--- src/rtl/core/cswa_ram.sv ---
`timescale 1ns / 1ps
// ----------------------------------------------------------------------------
// cswa_ram
// Single-port write, single-port read RAM with registered read data.
// ----------------------------------------------------------------------------
module cswa_ram #(
  parameter int Width = 8,
  parameter int Depth = 64
) (
  input  logic                     clk_i,
  input  logic                     we_i,
  input  logic [$clog2(Depth)-1:0] waddr_i,
  input  logic [Width-1:0]         wdata_i,
  input  logic [$clog2(Depth)-1:0] raddr_i,
  output logic [Width-1:0]         rdata_o
);
  logic [Width-1:0] mem_q [Depth];
  always_ff @(posedge clk_i) begin
    if (we_i) begin
      mem_q[waddr_i] <= wdata_i;
    end
    rdata_o <= mem_q[raddr_i];
  end
endmodule

--- config.mk ---
export PLATFORM = sky130hd
export DESIGN_NAME = cswa_ram
export DESIGN_NICKNAME = d
export VERILOG_FILES = /design/src/rtl/core/cswa_ram.sv
export SDC_FILE = /design/constraint.sdc
export NUM_CORES = 1
export LEC_CHECK = 0
export BUFFER_PORTS_ARGS = -buffer_cell sky130_fd_sc_hd__buf_2
export CORE_AREA = 2 2 204 206
export CTS_CLUSTER_SIZE = 16
export DETAILED_ROUTE_END_ITERATION = 10
export DIE_AREA = 0 0 206 208
export GPL_TIMING_DRIVEN = 0
export PLACE_DENSITY = 0.76
export SYNTH_ARGS = -nofsm -noshare
export SYNTH_HDL_FRONTEND = slang
export SYNTH_SLANG_ARGS = --single-unit
--- constraint.sdc ---
create_clock -name clk_i -period 2.9 [get_ports clk_i]
set_input_delay 0.58 -clock clk_i [delete_from_list [all_inputs] [get_ports clk_i]]
set_output_delay 0.58 -clock clk_i [all_outputs]
set_load 0.05 [all_outputs]
==> reports/summary.log <==
[run_status] result of the run finished clean
[place] placed wire-length estimate 29.0 mm
[timing] Clock Skews 13.8 ps
[min_path] worst hold-check path type in2reg
[final_layout] summed area of non-filler cells in the final layout 22400 um^2
[critical_path] Critical Path Start Type primary input
[grt] sum of overflow across all layers after global routing 0
[critical_path] CP max FO 10
[critical_path] Critical Path AT 3260 ps
[floorplanning] Starting Density 49.7%
[place] Post-Place Worst Slack -418 ps
[cts] TritonCTS clock tree done
[yosys] number of distinct library cells after synthesis 40
[timing] fraction of the cycle the final worst path needs 98.9%
[critical_path] CP Buf/Inv Count 3
[floorplanning] die area 42800 um^2
[route] via count 10051
[power_and_ir_drop] cell leakage power 6.94 nW
[place] count of input and output buffers 21
[critical_path] slowest cell on the critical path sky130_fd_sc_hd__buf_1
[cts] depth of the CTS H-tree 2
[route] detailed-routed wire length on met2 22.2 mm
[power_and_ir_drop] cell area power density 677 nW/um^2
[cts] number of clock sinks 520
[yosys] warning count from the yosys run 0
[yosys] post-synthesis area per instance 21.5 um^2
[yosys] cell type with the highest aggregate area in the netlist sky130_fd_sc_hd__edfxtp_1
[final_layout] number of fillers in the final layout 2959
[yosys] most numerous cell in the Yosys netlist sky130_fd_sc_hd__edfxtp_1
[route] Detail Route met3 WL 5.17 mm
[timing] final count of pins violating max slew 0
[final_layout] Layout Nets 1032
[power_and_ir_drop] maximum vdd ir drop 0.369 mV
[timing] final-report hold violation count 0
[route] DRC Markers 0
[route] Via density 6.35
[yosys] top cell types by occurrence after synthesis sky130_fd_sc_hd__edfxtp_1, sky130_fd_sc_hd__mux4_2, sky130_fd_sc_hd__nor2_1
[route] highest routed metal layer met5
[yosys] syn nets 962
[yosys] main area contributors after synthesis sky130_fd_sc_hd__edfxtp_1, sky130_fd_sc_hd__mux4_2, sky130_fd_sc_hd__nor2_1
[floorplanning] I/O Pins 30
[yosys] area of the mapped netlist 20200 um^2
[route] initial DRC count 1632
[timing] post-layout min period 2870 ps
[floorplanning] x dimension of the die 206 um
[critical_path] data required time at the worst endpoint 3290 ps
[final_layout] area growth from synthesis to layout 11.3%
[route] wire length on met1 17.3 mm
[place] Placed Instance Area 20900 um^2
[yosys] count of state elements after synthesis 520
[cts] hold-fix buffers at CTS 0
[final_layout] register cell area after layout 15500 um^2
[timing] maximum operating frequency 0.349 GHz
[timing] Final Setup Violations 0
[timing] headroom to the max-slew limit 16.4%
[critical_path] startpoint-to-endpoint class of the critical path in2reg
[route] wire length reported by the detailed router 46.6 mm
[cts] total CTS buffers 47
[route] TritonRoute pass-1 iters 5
[yosys] area share of the largest cell type after synthesis 76.2%
[critical_path] element type at the critical path end flip-flop
[cts] buffers inserted during post-CTS setup optimization 0
[yosys] dominant register cell in the synthesized netlist sky130_fd_sc_hd__edfxtp_1
[yosys] fraction of synthesis flops using an asynchronous set or reset pin 0%
[grt] initial antenna violation count 4
[cts] clock transition at the registers of the reported paths 60 ps
[timing] setup repair after global routing missed its margin false
[route] routed len/inst 29.5 um
[cts] Clock Tree Root sky130_fd_sc_hd__clkbuf_16
[floorplanning] die span in y 208 um
[cts] quantity of gates resized following cts 0
[cts] Worst-Skew Late Latency 570 ps
[floorplanning] core region area 40600 um^2
[critical_path] cell class contributing the biggest share of worst-path delay buffers and inverters
[yosys] count of flip-flops with a built-in enable after synthesis 512
[timing] pin slew with the least headroom to its limit 1250 ps
[floorplanning] number of rows created at floorplan 74
[final_layout] area occupied by multi-input gates 4320 um^2
[route] Routed Antenna Nets 0
[run] number of violations of the max-capacitance limit 0
[critical_path] Largest stage delay, worst path 720 ps
[grt] largest net degree at the start of global routing 65
[timing] fin worst setup slack 30.6 ps
[place] Placer Congestion 0.982
[grt] via count of the first global-routing pass 10160
[yosys] number of instances in the synthesized netlist 940
[yosys] sequential fraction of the synthesis area 77.0%
[grt] global routing usage summed across all routing layers 22.2%
[critical_path] worst path cell trace buf_4, buf_2, buf_1, nand2_1, a211oi_1, nor4_1, nor3_1, o32ai_1
[final_layout] final core utilization 55.3%
[cts] maximum clock path buffer count 3
[grt] first-pass GRT wire length 67.9 mm
[final_layout] fraction of layout cells with a size suffix above 1 24.8%
[power_and_ir_drop] PnR Total Power 15.2 mW
-- cells in the final DEF (no fill, tap or decap), drive strengths merged, types with 2 or more instances in the layout --
| master | n |
|---|---|
| o2bb2ai | 3 |
| mux2i | 23 |
| clkbuf | 82 |
| buf | 55 |
| o41ai | 2 |
| nand3 | 13 |
| clkinv | 20 |
| dfxtp | 8 |
| a22oi | 3 |
| o221a | 2 |
| nand3b | 3 |
| a211oi | 4 |
| mux2 | 13 |
| nor4 | 2 |
| nand4 | 2 |
| o22ai | 8 |
| nor2b | 14 |
| diode | 2 |
| a221oi | 6 |
| o21ai | 4 |
| o221ai | 8 |
| nand2 | 19 |
| nor3 | 7 |
| nand2b | 7 |
| o32ai | 2 |
| mux4 | 126 |
| nor2 | 83 |
| a2111oi | 2 |
| o2111ai | 3 |
| a21oi | 3 |
| edfxtp | 512 |
| o21a | 2 |
-- kinds of logic (layout without fill, tap and decap cells) --
group                  after synthesis  count (layout)  share of synthesized area (%)
AO/OA/AOI/OAI                       54              54                           2.07
buffers and inverters               51             159                           1.57
flip-flops                         520             520                           77.0
multiplexers                       162             162                           15.9
other                                0               2                              0
AND/OR/NAND/NOR                    153             153                           3.39
-- where the power goes --
part           internal [mW]  switching [mW]
Clock                   3.37            2.61
Sequential              8.32          0.0152
Combinational          0.293           0.574
-- cell type report --
cell class              count  share of cell area (%)
diodes                      2                  0.0223
well taps                 532                    2.97
repair buffers             21                   0.468
plain buffers              51                    1.41
flip-flops and latches    520                    69.2
clock inverters            22                   0.547
clock buffers              65                    6.09
multi-input cells         369                    19.3
-- through the flow --
step	hold WS, ps	instances	TNS [ps]
floorplan	679	940	0
global placement	914	1493	-1960
detailed placement	909	1493	-2270
CTS	384	1580	0
global route	403	1580	0
finish	411	1582	0
-- path summary, 6_finish.rpt --
kind                     start    endpoint  slack (ps)  depth (start not counted)
setup / recovery    raddr_i[1]  rdata_o[6]          30                          8
hold / removal      raddr_i[5]  rdata_o[3]         410                          2
setup reg to reg  mem_q[17][6]  rdata_o[6]         730                          5
hold reg to reg    mem_q[6][7]  rdata_o[7]         920                          4
-- metal layers --
layer / up-vias / track usage [%]
met2: 629 / 34.4
met5: - / 0
met4: 4 / 8.89
met1: 5219 / 30.7
li1: 4064 / -
met3: 135 / 5.22
-- state kept, by name, summed over array words and instances, names as in the netlist --
signal   cells
mem_q      512
rdata_o      8
-- worst register-to-register path, cell delays in order, from the launching register on --
cell and delay (ps):
sky130_fd_sc_hd__edfxtp_1 380, sky130_fd_sc_hd__mux4_2 470, sky130_fd_sc_hd__mux2_2 300, sky130_fd_sc_hd__o221a_2 290, sky130_fd_sc_hd__nor3_1 320, sky130_fd_sc_hd__o32ai_1 250
Power figures use the tool's default switching activity.
