===== src/rtl/core/cswa_pkg.sv =====
`timescale 1ns / 1ps
// ----------------------------------------------------------------------------
// cswa_pkg
// Shared types and constants of the sample window averager.
// ----------------------------------------------------------------------------
package cswa_pkg;
  localparam int RingDepthDef = 64;
  localparam int NumCfg = 7;
  localparam logic [2:0] CfgPhLow = 3'd0;
  localparam logic [2:0] CfgPhMid = 3'd1;
  localparam logic [2:0] CfgPhHigh = 3'd2;
  localparam logic [2:0] CfgEcLow = 3'd3;
  localparam logic [2:0] CfgEcHigh = 3'd4;
  localparam logic [2:0] CfgInterval = 3'd5;
  localparam logic [2:0] CfgWindow = 3'd6;
  localparam logic signed [12:0] TempDefault = 13'sd352;
  localparam logic signed [12:0] TempLowLim = -13'sd1600;
  localparam logic signed [12:0] TempHighLim = 13'sd2400;

  typedef enum logic [3:0] {
    ST_IDLE, ST_CAL_PH, ST_DIV_PH, ST_CAL_EC, ST_DIV_EC, ST_STORE,
    ST_SCAN, ST_MEAN_PH, ST_MEAN_EC, ST_MEAN_T, ST_OUT
  } state_e;
endpackage


===== src/rtl/core/cswa_div.sv =====
`timescale 1ns / 1ps
// ----------------------------------------------------------------------------
// cswa_div
// Sequential signed divider, round to nearest with ties away from zero.
// ----------------------------------------------------------------------------
module cswa_div import cswa_pkg::*; (
  input  logic               clk_i,
  input  logic               rst_ni,
  input  logic               start_i,
  input  logic signed [47:0] num_i,
  input  logic [15:0]        den_i,
  output logic               done_o,
  output logic signed [47:0] quo_o
);
  logic [47:0] rem_q, rem_d, mag_q, mag_d, quo_q, quo_d;
  logic [15:0] den_q;
  logic        neg_q, busy_q, busy_d;
  logic [5:0]  cnt_q, cnt_d;
  logic [48:0] trial;
  logic [47:0] absn, shifted;
  logic [47:0] rq;

  assign absn = num_i[47] ? (48'd0 - num_i) : num_i;
  assign shifted = {rem_q[46:0], mag_q[47]};
  assign trial = {1'b0, shifted} - {33'd0, den_q};

  always_comb begin
    rem_d = rem_q;
    mag_d = mag_q;
    quo_d = quo_q;
    cnt_d = cnt_q;
    busy_d = busy_q;
    if (busy_q) begin
      mag_d = {mag_q[46:0], 1'b0};
      if (!trial[48]) begin
        rem_d = trial[47:0];
        quo_d = {quo_q[46:0], 1'b1};
      end else begin
        rem_d = shifted;
        quo_d = {quo_q[46:0], 1'b0};
      end
      cnt_d = cnt_q - 6'd1;
      if (cnt_q == 6'd0) begin
        busy_d = 1'b0;
      end
    end
  end

  always_ff @(posedge clk_i or negedge rst_ni) begin
    if (!rst_ni) begin
      busy_q <= 1'b0;
      done_o <= 1'b0;
      cnt_q <= '0;
    end else begin
      done_o <= busy_q && (cnt_q == 6'd0);
      if (start_i) begin
        busy_q <= 1'b1;
        cnt_q <= 6'd47;
      end else begin
        busy_q <= busy_d;
        cnt_q <= cnt_d;
      end
    end
  end

  always_ff @(posedge clk_i) begin
    if (start_i) begin
      // bias by half the divisor, then truncate
      mag_q <= absn + {33'd0, den_i[15:1]};
      rem_q <= '0;
      quo_q <= '0;
      den_q <= den_i;
      neg_q <= num_i[47];
    end else begin
      mag_q <= mag_d;
      rem_q <= rem_d;
      quo_q <= quo_d;
    end
  end

  assign rq = neg_q ? (48'd0 - quo_q) : quo_q;
  assign quo_o = rq;
endmodule


===== config.mk =====
export PLATFORM = sky130hd
export DESIGN_NAME = cswa_div
export DESIGN_NICKNAME = d
export VERILOG_FILES = /design/src/rtl/core/cswa_pkg.sv /design/src/rtl/core/cswa_div.sv
export SDC_FILE = /design/constraint.sdc
export NUM_CORES = 1
export LEC_CHECK = 0
export BUFFER_PORTS_ARGS = -buffer_cell sky130_fd_sc_hd__buf_2
export CAP_MARGIN = 20
export CORE_MARGIN = 2
export CORE_UTILIZATION = 45
export DETAILED_ROUTE_END_ITERATION = 16
export PLACE_DENSITY = 0.72
export SLEW_MARGIN = 40
export SYNTH_ARGS = -nofsm -noshare
export SYNTH_HDL_FRONTEND = slang
export SYNTH_SLANG_ARGS = --single-unit

===== constraint.sdc =====
create_clock -name clk_i -period 3.87 [get_ports clk_i]
set_clock_uncertainty 0.2 [all_clocks]
set_input_delay 0.774 -clock clk_i [delete_from_list [all_inputs] [get_ports clk_i]]
set_output_delay 0.774 -clock clk_i [all_outputs]
set_load 0.02 [all_outputs]

==> impl_metrics.tcl, run 1 <==
set metrics [dict create \
    fin_cells 1896 \
    ys_seq_area_frac 0.352 \
    status "finished, violations left" \
    vias 10541 \
    power.total_mw 7.76 \
    holdWs_ps 298 \
    n_fill_cell 2098 \
    setup_slack_ps -774 \
    start_util 0.458 \
    maxSlewHeadroom 0.497 \
    avgSynthCellArea_sq_um 9.07 \
    grt_use_total 0.211 \
    yosys_warnings 0 \
    placementRows 58 \
    core_sq_mm 0.0251 \
    failed_checks "setup timing" \
    antenna_found_initial 0 \
    hpwlAfterDp_um 21000 \
    finalCritPeriodShare 1.20 \
    gp_congestion 0.901 \
    min_path_cells 2 \
    routed_wl_um 29200 \
    netlist_top_cells_area "edfxtp_1 17%, dfxtp_1 17%, xnor2_1 9.1%, nor2_1 4.4%, mux2i_1 4.2%" \
    critPathRequiredTime_ps 2900 \
    clock-sinks 168 \
    syn-instance-count 1268 \
    setup_violations 33 \
    r2r_end "rem_q[29]" \
    arrival_ps 3670 \
    critPathMaxFanout 5 \
    r2r-start "mag_q[47]" \
    yosys_most_used_dff "dfxtp_1" \
    max_freq_mhz 215 \
    pre_cts_slack_ps -547 \
    die_area_sq_mm 0.0269 \
    hold_viol 0 \
    dp.cells 1838 \
    io_pins 116 \
    synth_cell_types 82 \
    first_global_vias 9743 \
    h-tree-depth 4 \
    fin_nets 1658 \
    synth_edf_count 65 \
    cp-start-kind "register" \
    grt_pass1_wl_um 46700 \
    cp-end-kind "output port" \
    io_buffers 115 \
    whs_endpoint "rem_q[46]" \
    drcViolationCount 0 \
    async_reset_ff_frac 0.0476 \
    ir_drop_uv 289 \
    synth_seq_cells 168 \
    tritoncts "done" \
    crit_chain "or4_4 -> nor4_4 -> or3b_4 -> or3_4 -> or2_4 -> nand2b_4 -> or3_4 -> o41ai_4 -> xnor2_2 -> buf_4" \
    worst_hold_startpoint "rem_q[46]" \
    finalSetupTns_ps -14960 \
    yosys.area.top_type_share 0.170 \
    tritoncts.num_buffers 17 \
    clk_pin_slew_ps 60 \
    diodes 0 \
    overflow 0 \
    hold_class "register to register" \
    slowest_delay_ps 550 \
    path_class "register to output port" \
    multiInputGateArea_sq_mm 0.00776 \
    placed_area_sq_mm 0.0140 \
    synth_top_area_cell "edfxtp_1" \
    synth_fp_nets 1373 \
    drtPass1Iterations 5 \
    rsz0062_at_grt "true" \
    ant_nets 0 \
    worst_slew_pin_slew_ps 755 \
    drv_cap 0 \
    netlist_area_sq_mm 0.0115 \
    drv_slew 0 \
    crit_top_cell "or3_4" \
    final_cell_mix "228 x buf_4, 130 x nor2_1, 104 x xnor2_1" \
    drive_above_1_share 0.329 \
    final_common_cell "buf_4" \
    worst-r2r-setup-slack_ps 300 \
    p_leak_nw 6.68 \
    period_needed_ps 4640 \
    clockBufferDepth 2 \
    slowest_stage "or4_4" \
    grt_max_degree 74 \
    final_core_util 0.611 \
    vias_per_cell 5.56 \
    p_per_area_mw_per_mm2 506 \
    final_area_sq_mm 0.0153 \
    syn2layout_area_growth_pct 33.3 \
    die_w_um 164 \
    dieHeight_um 164 \
    clk_latency_ps 430 \
    seq_area_sq_mm 0.00406 \
    post_drt_wl_per_cell_um 15.4 \
    drt_iter0_drc 684 \
    root_buffer "clkbuf_16" \
    rr_worst_depth 13 \
]
worst max path at each step:
stage	from	to	slack, ps	cells after the start
after floorplan	num_i[5]	mag_q[34]	-320	15
after global placement	num_i[1]	mag_q[34]	-470	14
after detailed placement	num_i[1]	mag_q[34]	-550	14
after CTS	quo_q[8]	quo_o[42]	-730	10
after global routing	quo_q[8]	quo_o[36]	-860	10
final	quo_q[8]	quo_o[36]	-770	10
layout make-up:
cell class / count / share of cell area
flip-flops and latches: 168 / 0.265
well taps: 330 / 0.0269
inverters: 44 / 0.0111
multi-input cells: 992 / 0.506
clock inverters: 12 / 0.00995
clock buffers: 20 / 0.0298
repair buffers: 330 / 0.152
kinds of logic after synthesis:
group,after synthesis,share of synthesized area
AO/OA/AOI/OAI,276,0.171
XOR/XNOR,166,0.126
adder cells (fa/ha/maj),38,0.0426
buffers and inverters,111,0.0383
flip-flops,168,0.352
multiplexers,81,0.0741
AND/OR/NAND/NOR,428,0.196
worst max-delay path, delay by kind of cell (launching register included):
family / cells / cell delay, ps
XOR/XNOR: 1 / 150
AO/OA/AOI/OAI: 1 / 360
buffers and inverters: 1 / 150
flip-flops: 1 / 320
AND/OR/NAND/NOR: 7 / 2270
Yosys cell counts, drive strengths merged (7+ instances only):
cell type and number:
a211oi 32, a21o 14, a21oi 47, a31oi 9, and3 10, buf 15
clkbuf 52, dfrtp 8, dfxtp 95, edfxtp 65, ha 36, inv 42
mux2 33, mux2i 48, nand2 83, nand2b 8, nand3 17, nand4 19
nor2 134, nor2b 12, nor3 25, nor4 37, o211ai 10, o21a 7
o21ai 60, o31ai 33, o41ai 24, or3 25, or4 23, xnor2 120
xor2 46
report_power, final:
group	switching, mW	internal, mW
Clock	0.735	1.01
Sequential	0.288	2.22
Combinational	1.85	1.66
registers in the layout, indices dropped and copies added (netlist names):
signal,cells
mag_q,48
den_q,16
done_o,1
busy_q,1
quo_q,48
neg_q,1
rem_q,47
cnt_q,6
layer usage:
metal / share of wire / global-route usage
met3: 0.048 / 0.0348
met4: 0.014 / 0.0562
met2: 0.47 / 0.343
met5: 0 / 0
met1: 0.47 / 0.292
repair_timing:
item,4_1_cts,5_1_grt
setup buffers,3,20
pin swaps,10,34
gates resized for setup,37,74
endpoints found under the setup margin,45,64
hold endpoints to repair,8,0
gates cloned,2,1
hold buffers,1,0
Note: power is estimated with default switching activity, not from simulation.
==> run 2, diff against run 1 <==
CAP_MARGIN = unset   (was 20)
RECOVER_POWER = 25   (was unset)
==> impl_metrics.tcl, run 2 (synthesis results as in run 1) <==
set metrics [dict create \
    drt_iter0_drc 668 \
    fin_nets 1658 \
    overflow 0 \
    grt_use_total 0.211 \
    io_pins 116 \
    die_w_um 164 \
    gp_congestion 0.901 \
    reg.largest.list "mag_q: 48 flops, quo_q: 48 flops, rem_q: 47 flops" \
    routed_wl_um 29300 \
    diodes 0 \
    clockBufferDepth 2 \
    drive_above_1_share 0.315 \
    start_util 0.458 \
    hold_class "register to register" \
    crit_top_cell "or3_4" \
    root_buffer "clkbuf_16" \
    dieHeight_um 164 \
    crit_chain "or4_4 -> nor4_4 -> or3b_4 -> or3_4 -> or2_4 -> nand2b_4 -> or3_4 -> o41ai_4 -> xnor2_2 -> buf_4" \
    setup_violations 34 \
    worst_slew_pin_slew_ps 2190 \
    critPathMaxFanout 5 \
    final_area_sq_mm 0.0153 \
    grt_use_met1 0.292 \
    hpwlAfterDp_um 21000 \
    die_area_sq_mm 0.0269 \
    period_needed_ps 4640 \
    finalCritPeriodShare 1.20 \
    final_common_cell "buf_4" \
    tritoncts.num_buffers 17 \
    ant_nets 0 \
    drv_cap 2 \
    slowest_delay_ps 550 \
    placed_area_sq_mm 0.0140 \
    vias 10520 \
    grt_busiest_layer "met2" \
    clk_latency_ps 430 \
    critPathRequiredTime_ps 2900 \
    clock-sinks 168 \
    cp-end-kind "output port" \
    syn2layout_area_growth_pct 32.9 \
    status "finished, violations left" \
    use_met2 0.343 \
    io_buffers 115 \
    max_freq_mhz 215 \
    placementRows 58 \
    final_cell_mix "223 x buf_4, 130 x nor2_1, 104 x xnor2_1" \
    failed_checks "capacitance limit, slew limit, setup timing" \
    cp-start-kind "register" \
    grt_max_degree 74 \
    maxSlewHeadroom -0.458 \
    tritoncts "done" \
    rsz0062_at_grt "true" \
    holdWs_ps 298 \
    drcViolationCount 0 \
    first_global_vias 9743 \
    drv_slew 98 \
    h-tree-depth 4 \
    grt_pass1_wl_um 46700 \
    core_sq_mm 0.0251 \
    post_drt_wl_per_cell_um 15.5 \
    setup_slack_ps -773 \
    p_leak_nw 6.62 \
    ir_drop_uv 290 \
    p_per_area_mw_per_mm2 507 \
    antenna_found_initial 0 \
    path_class "register to output port" \
    arrival_ps 3670 \
    vias_per_cell 5.55 \
    met3_usage 0.0348 \
    hold_viol 0 \
    clk_pin_slew_ps 60 \
    drtPass1Iterations 5 \
    slowest_stage "or4_4" \
]
## run 2: changes by cell type in the layout (fill, tap and decap cells not counted)
cell      before  now
buf_2         88   70
clkbuf_4       0    1
buf_4        228  223
clkbuf_2       0    1
dfrtp_1        7    8
clkbuf_1       1   22
dfrtp_4        1    0
## run 2: power by group
group / switching (mW) / internal (mW) / total (mW)
registers: 0.290 / 2.22 / 2.51
logic: 1.85 / 1.66 / 3.51
clock network: 0.736 / 1.01 / 1.75
## run 2: layout make-up
class	instances	area, sq um
Clock buffer	20	457
Clock inverter	12	153
Fill cell	2115	9810
Inverter	44	170
Multi-Input combinational cell	992	7760
Sequential cell	168	4060
Tap cell	330	413
Timing Repair Buffer	330	2290
## run 2: worst paths after layout
path / start / to / slack, ps / cells after the start
max reg2reg: mag_q[47] / rem_q[29] / 290 / 13
max: quo_q[8] / quo_o[36] / -770 / 10
min reg2reg: rem_q[46] / rem_q[46] / 300 / 2
min in group asynchronous: rst_ni / cnt_q[4] / 640 / 2
max in group asynchronous: rst_ni / cnt_q[0] / 2530 / 2
min: rem_q[46] / rem_q[46] / 300 / 2
## run 2: metrics by stage
step	std cells	utilization	TNS [ps]	setup slack, ps	total power, mW
after floorplan	1268	-	-5780	-323	4.93
after global placement	1838	0.558	-17150	-470	5.76
after detailed placement	1838	0.558	-19720	-547	5.84
after CTS	1876	0.591	-14090	-734	7.69
after global routing	1896	0.609	-20270	-862	8.31
final	1896	0.609	-14950	-773	7.76
## run 2: what timing repair did
item                       4_1_cts  5_1_grt
cloned                           2        1
gates resized for setup         37       74
setup endpoints to repair       45       64
hold buffers                     1        0
buffers inserted                 3       20
pin swaps                       10       34
hold endpoints to repair         8        0
## run 2: per-layer routing
layer	part of all wire	wire, um	vias up
li1	-	-	5261
met2	0.47	13800	251
met1	0.47	13800	4980
met4	0.013	386	0
met3	0.042	1230	28
met5	0	0	-
## run 2: worst max-delay path: cells and delay by family, from the launching register on
kind / cells / cell delay, ps
AO/OA/AOI/OAI: 1 / 360
buffers and inverters: 1 / 150
AND/OR/NAND/NOR: 7 / 2270
XOR/XNOR: 1 / 150
flip-flops: 1 / 320
